<file path="src/rtl/core/gast_pkg.sv">
// shared types, constants and control structs of the generational slot table
package gast_pkg;

   localparam int SLOT_INDEX_BITS = 12;
   localparam int SLOT_COUNT      = 1 << SLOT_INDEX_BITS;
   localparam int WORD_BITS       = 64;
   localparam int GEN_BITS        = WORD_BITS - SLOT_INDEX_BITS - 1;
   localparam int OP_BITS         = 4;
   localparam int STATUS_BITS     = 2;

   typedef logic [SLOT_INDEX_BITS-1:0] slot_type;
   typedef logic [GEN_BITS-1:0]        gen_type;
   typedef logic [WORD_BITS-1:0]       word_type;

   localparam gen_type GEN_LIMIT = '1;

   typedef enum logic [OP_BITS-1:0] {
      OP_ALLOC = 4'd0,
      OP_LOAD  = 4'd1,
      OP_STORE = 4'd2,
      OP_SWAP  = 4'd3,
      OP_CAS   = 4'd4,
      OP_ADD   = 4'd5,
      OP_SUB   = 4'd6,
      OP_AND   = 4'd7,
      OP_OR    = 4'd8,
      OP_XOR   = 4'd9,
      OP_FREE  = 4'd10
   } op_type;

   typedef enum logic [STATUS_BITS-1:0] {
      ST_DONE   = 2'd0,
      ST_REJECT = 2'd1,
      ST_FULL   = 2'd2
   } status_type;

   typedef struct packed {
      logic    open;
      gen_type gen;
   } meta_type;

   localparam int META_BITS = $bits(meta_type);

   typedef struct packed {
      logic clear_en;
      logic accept;
      logic exec_done;
      logic scan_next;
      logic alloc_done;
      logic full_done;
   } ctrl_cmd_type;

   typedef struct packed {
      logic clear_last;
      logic req_valid;
      logic req_alloc;
      logic out_free;
      logic slot_free;
      logic scan_last;
   } ctrl_status_type;

endpackage

</file>
<file path="src/rtl/core/gast_ctrl.sv">
// controller state machine: clearing pass, accept, execute and allocation scan
module gast_ctrl (
   input  logic                      clock,
   input  logic                      reset,
   input  gast_pkg::ctrl_status_type status,
   output gast_pkg::ctrl_cmd_type    cmd,
   output logic                      req_ready
);
   import gast_pkg::*;

   typedef enum logic [3:0] {
      S_CLEAR = 4'b0001,
      S_IDLE  = 4'b0010,
      S_EXEC  = 4'b0100,
      S_SCAN  = 4'b1000
   } state_type;

   state_type state_ff;
   state_type state_in;

   always_ff @(posedge clock) begin
      if (reset) begin
         state_ff <= S_CLEAR;
      end else begin
         state_ff <= state_in;
      end
   end

   always_comb begin
      state_in  = state_ff;
      cmd       = '0;
      req_ready = 1'b0;
      unique case (state_ff)
         S_CLEAR: begin
            cmd.clear_en = 1'b1;
            if (status.clear_last) begin
               state_in = S_IDLE;
            end
         end
         S_IDLE: begin
            req_ready = 1'b1;
            if (status.req_valid) begin
               cmd.accept = 1'b1;
               state_in   = status.req_alloc ? S_SCAN : S_EXEC;
            end
         end
         S_EXEC: begin
            if (status.out_free) begin
               cmd.exec_done = 1'b1;
               state_in      = S_IDLE;
            end
         end
         S_SCAN: begin
            priority if (status.slot_free) begin
               if (status.out_free) begin
                  cmd.alloc_done = 1'b1;
                  state_in       = S_IDLE;
               end
            end else if (status.scan_last) begin
               if (status.out_free) begin
                  cmd.full_done = 1'b1;
                  state_in      = S_IDLE;
               end
            end else begin
               cmd.scan_next = 1'b1;
            end
         end
         default: begin
            state_in = S_CLEAR;
         end
      endcase
   end
endmodule

</file>
<file path="config.mk">
export PLATFORM = sky130hd
export DESIGN_NAME = gast_ctrl
export DESIGN_NICKNAME = d
export VERILOG_FILES = /design/src/rtl/core/gast_pkg.sv /design/src/rtl/core/gast_ctrl.sv
export SDC_FILE = /design/constraint.sdc
export NUM_CORES = 1
export LEC_CHECK = 0
export ABC_CLOCK_PERIOD_IN_PS = 1200
export BUFFER_PORTS_ARGS = -buffer_cell sky130_fd_sc_hd__buf_2
export CAP_MARGIN = 20
export CORE_AREA = 2 2 39 41
export DETAILED_ROUTE_END_ITERATION = 10
export DIE_AREA = 0 0 41 43
export MAX_ROUTING_LAYER = met4
export PLACE_DENSITY_LB_ADDON = 0.25
export SLEW_MARGIN = 10
export SYNTH_ARGS = -nofsm -noshare
export SYNTH_HDL_FRONTEND = slang
export SYNTH_SLANG_ARGS = --single-unit
</file>
<file path="constraint.sdc">
create_clock -name clock -period 1.2 [get_ports clock]
set_input_delay 0.12 -clock clock [delete_from_list [all_inputs] [get_ports clock]]
set_output_delay 0.12 -clock clock [all_outputs]
set_load 0.01 [all_outputs]
</file>
==> impl_metrics.toml <==
[run_status]
outcome = "finished with violations"
violations = "setup timing"

[cts]
cts-root-buf = "clkbuf_4"
clk_path_buf_depth = 2
h-tree-depth = 1
clock-sinks = 4
postCtsHoldBufs = 0
cts.clk_slew.worst_paths_ns = 0.04
insertion_delay_ns = 0.24
cts_made_buffers = 3
cts_tree = "built"

[logic_synthesis]
synth_nets = 48
ys_seq_elements = 4
ys.flop_type = "dfxtp_1"
syn-cell-area_um2 = 374
synth_edf_count = 0
synth-seq-area-share = 0.214
syn_area_per_cell_um2 = 9.35
yosysUniqueCellTypes = 27
yosys_warnings = 0
postSynth.asyncResetShare = 0
synth_cells = 40

[layout]
reg_top3 = "state_ff: 4 flops"
drive_gt1_frac = 0.681
top_register = "state_ff"
final_cell_mix = "buf_2 (12), buf_4 (11), buf_6 (6), clkbuf_4 (3)"
num_antenna_cells = 0
final_common_cell = "buf_2"
finalNonFillerCells = 85
syn2layout_area_growth_pct = 72.2
nets = 79
largest_register_ffs = 4

[timing]
grt_setup_unrepaired = "yes"
hold_viol_final = 0
post-route-period-util = 1.23
tightest_slew_ns = 0.330
maxSlewViolCount = 0
finalClockSkew_ns = 0.00403
max_slew_margin = 0.780
finalCriticalPeriod_ns = 1.48
max_freq_ghz = 0.677
timing.hold.ws_ns = 0.109
setup_slack_ns = -0.278
setup_viol = 9

[job]
maxCapViolCount = 0

[critical_path]
regToRegStartpoint = "state_ff[2]"
crit_arrival_ns = 1.36
endpoint = "cmd[2]"
worstPathRequired_ns = 1.08
endpoint_kind = "output pin"
reg2reg_setup_slack_ns = -0.20
path_max_fanout = 4
reg2regPathDepth = 5
path_class = "flip-flop to output pin"
start_kind = "flip-flop"
setup.worst_path.start = "state_ff[2]"
r2r-end = "state_ff[1]"

[pwr]
power_density_nw_per_um2 = 851
finalPower_w = 0.000549
p_leak_nw = 0.296
peakVddDrop_v = 0.000325

[route]
avgRoutedWirePerCell_um = 12.6
drtIter0Drc = 3
drt-total-wl_um = 1070
routed_via_density = 5.02
drc = 0
postRouteAntennaNets = 0
vias = 427
dr.pass1.iters = 2

[placement]
port_buffers = 14
dp_hpwl_um = 757
dp.cells = 74
gp_congestion = 0.793

[floorplan]
fp.dieArea_um2 = 1760
coreArea_um2 = 1380
die_x_um = 41
pin_count = 15
die_h_um = 43
initial_core_util = 0.270
std_cell_rows = 14

[global_route]
grt_pass1_vias = 416
grt_first_pass_wirelength_um = 1710
antenna_found_initial = 0
overflow = 0
grt_max_degree = 8
track_usage = 0.147

[min_path]
min_path_type = "input pin to flip-flop"
==> metrics by stage <==
stage	cell area (um^2)	setup WS, ns	TNS [ns]	util
global route	644	-0.336	-2.11	0.466
finish	644	-0.278	-1.52	0.466
floorplan	384	-0.0820	-0.153	-
global placement	493	-0.0981	-0.224	0.356
detailed placement	493	-0.100	-0.257	0.356
CTS	644	-0.261	-1.48	0.466
==> Yosys cell counts (all sizes together), types with 2 or more instances <==
master | count | share of area
nor4b | 4 | 0.17
inv | 2 | 0.020
nor2 | 3 | 0.030
o21ai | 2 | 0.027
buf | 3 | 0.070
and3 | 2 | 0.033
or3b | 2 | 0.047
dfxtp | 4 | 0.21
a21oi | 2 | 0.027
==> critical path: stages, from the launching register on <==
cell and delay [ns]:
dfxtp_4 0.35, nor4b_4 0.35, nor3b_4 0.26, buf_2 0.16
==> cells by family after synthesis <==
logic type,synth area share
AO/OA/AOI/OAI,0.157
XOR/XNOR,0.0234
flip-flops,0.214
AND/OR/NAND/NOR,0.515
buffers and inverters,0.0903
==> timing repair <==
action                                 in CTS  in global routing
gates resized for setup                    17                  0
setup endpoints to repair                   9                 10
pin swaps                                   5                  2
cloned                                      0                  0
buffers inserted                            8                  0
endpoints found under the hold margin       0                  0
==> worst min-delay path by stage <==
stage	startpoint	end	slack [ns]	cells past startpoint
floorplan	reset	state_ff[2]	0.18	1
global placement	reset	state_ff[1]	0.37	2
detailed placement	reset	state_ff[2]	0.36	2
CTS	reset	state_ff[2]	0.10	2
global route	reset	state_ff[2]	0.11	2
finish	reset	state_ff[2]	0.11	2
==> layout make-up <==
| type | instances | area (um^2) |
|---|---|---|
| Fill cell | 133 | 739 |
| Tap cell | 16 | 20.0 |
| Sequential cell | 4 | 88.8 |
| Clock buffer | 3 | 22.5 |
| Timing Repair Buffer | 29 | 210 |
| Multi-Input combinational cell | 31 | 295 |
| Inverter | 2 | 7.51 |
==> per-layer routing <==
layer  vias to the layer above  share of wire  GRT usage
met2                        15           0.49      0.228
li1                        211              -          -
met1                       197           0.44      0.166
met5                         -              0          -
met4                         0          0.019     0.0800
met3                         4          0.054     0.0314
==> where the power goes <==
group / switching [W] / total [W] / internal, W
Combinational: 0.0000944 / 0.000218 / 0.000124
Clock: 0.0000554 / 0.000167 / 0.000112
Sequential: 0.0000187 / 0.000163 / 0.000145
Power figures use the tool's default switching activity.
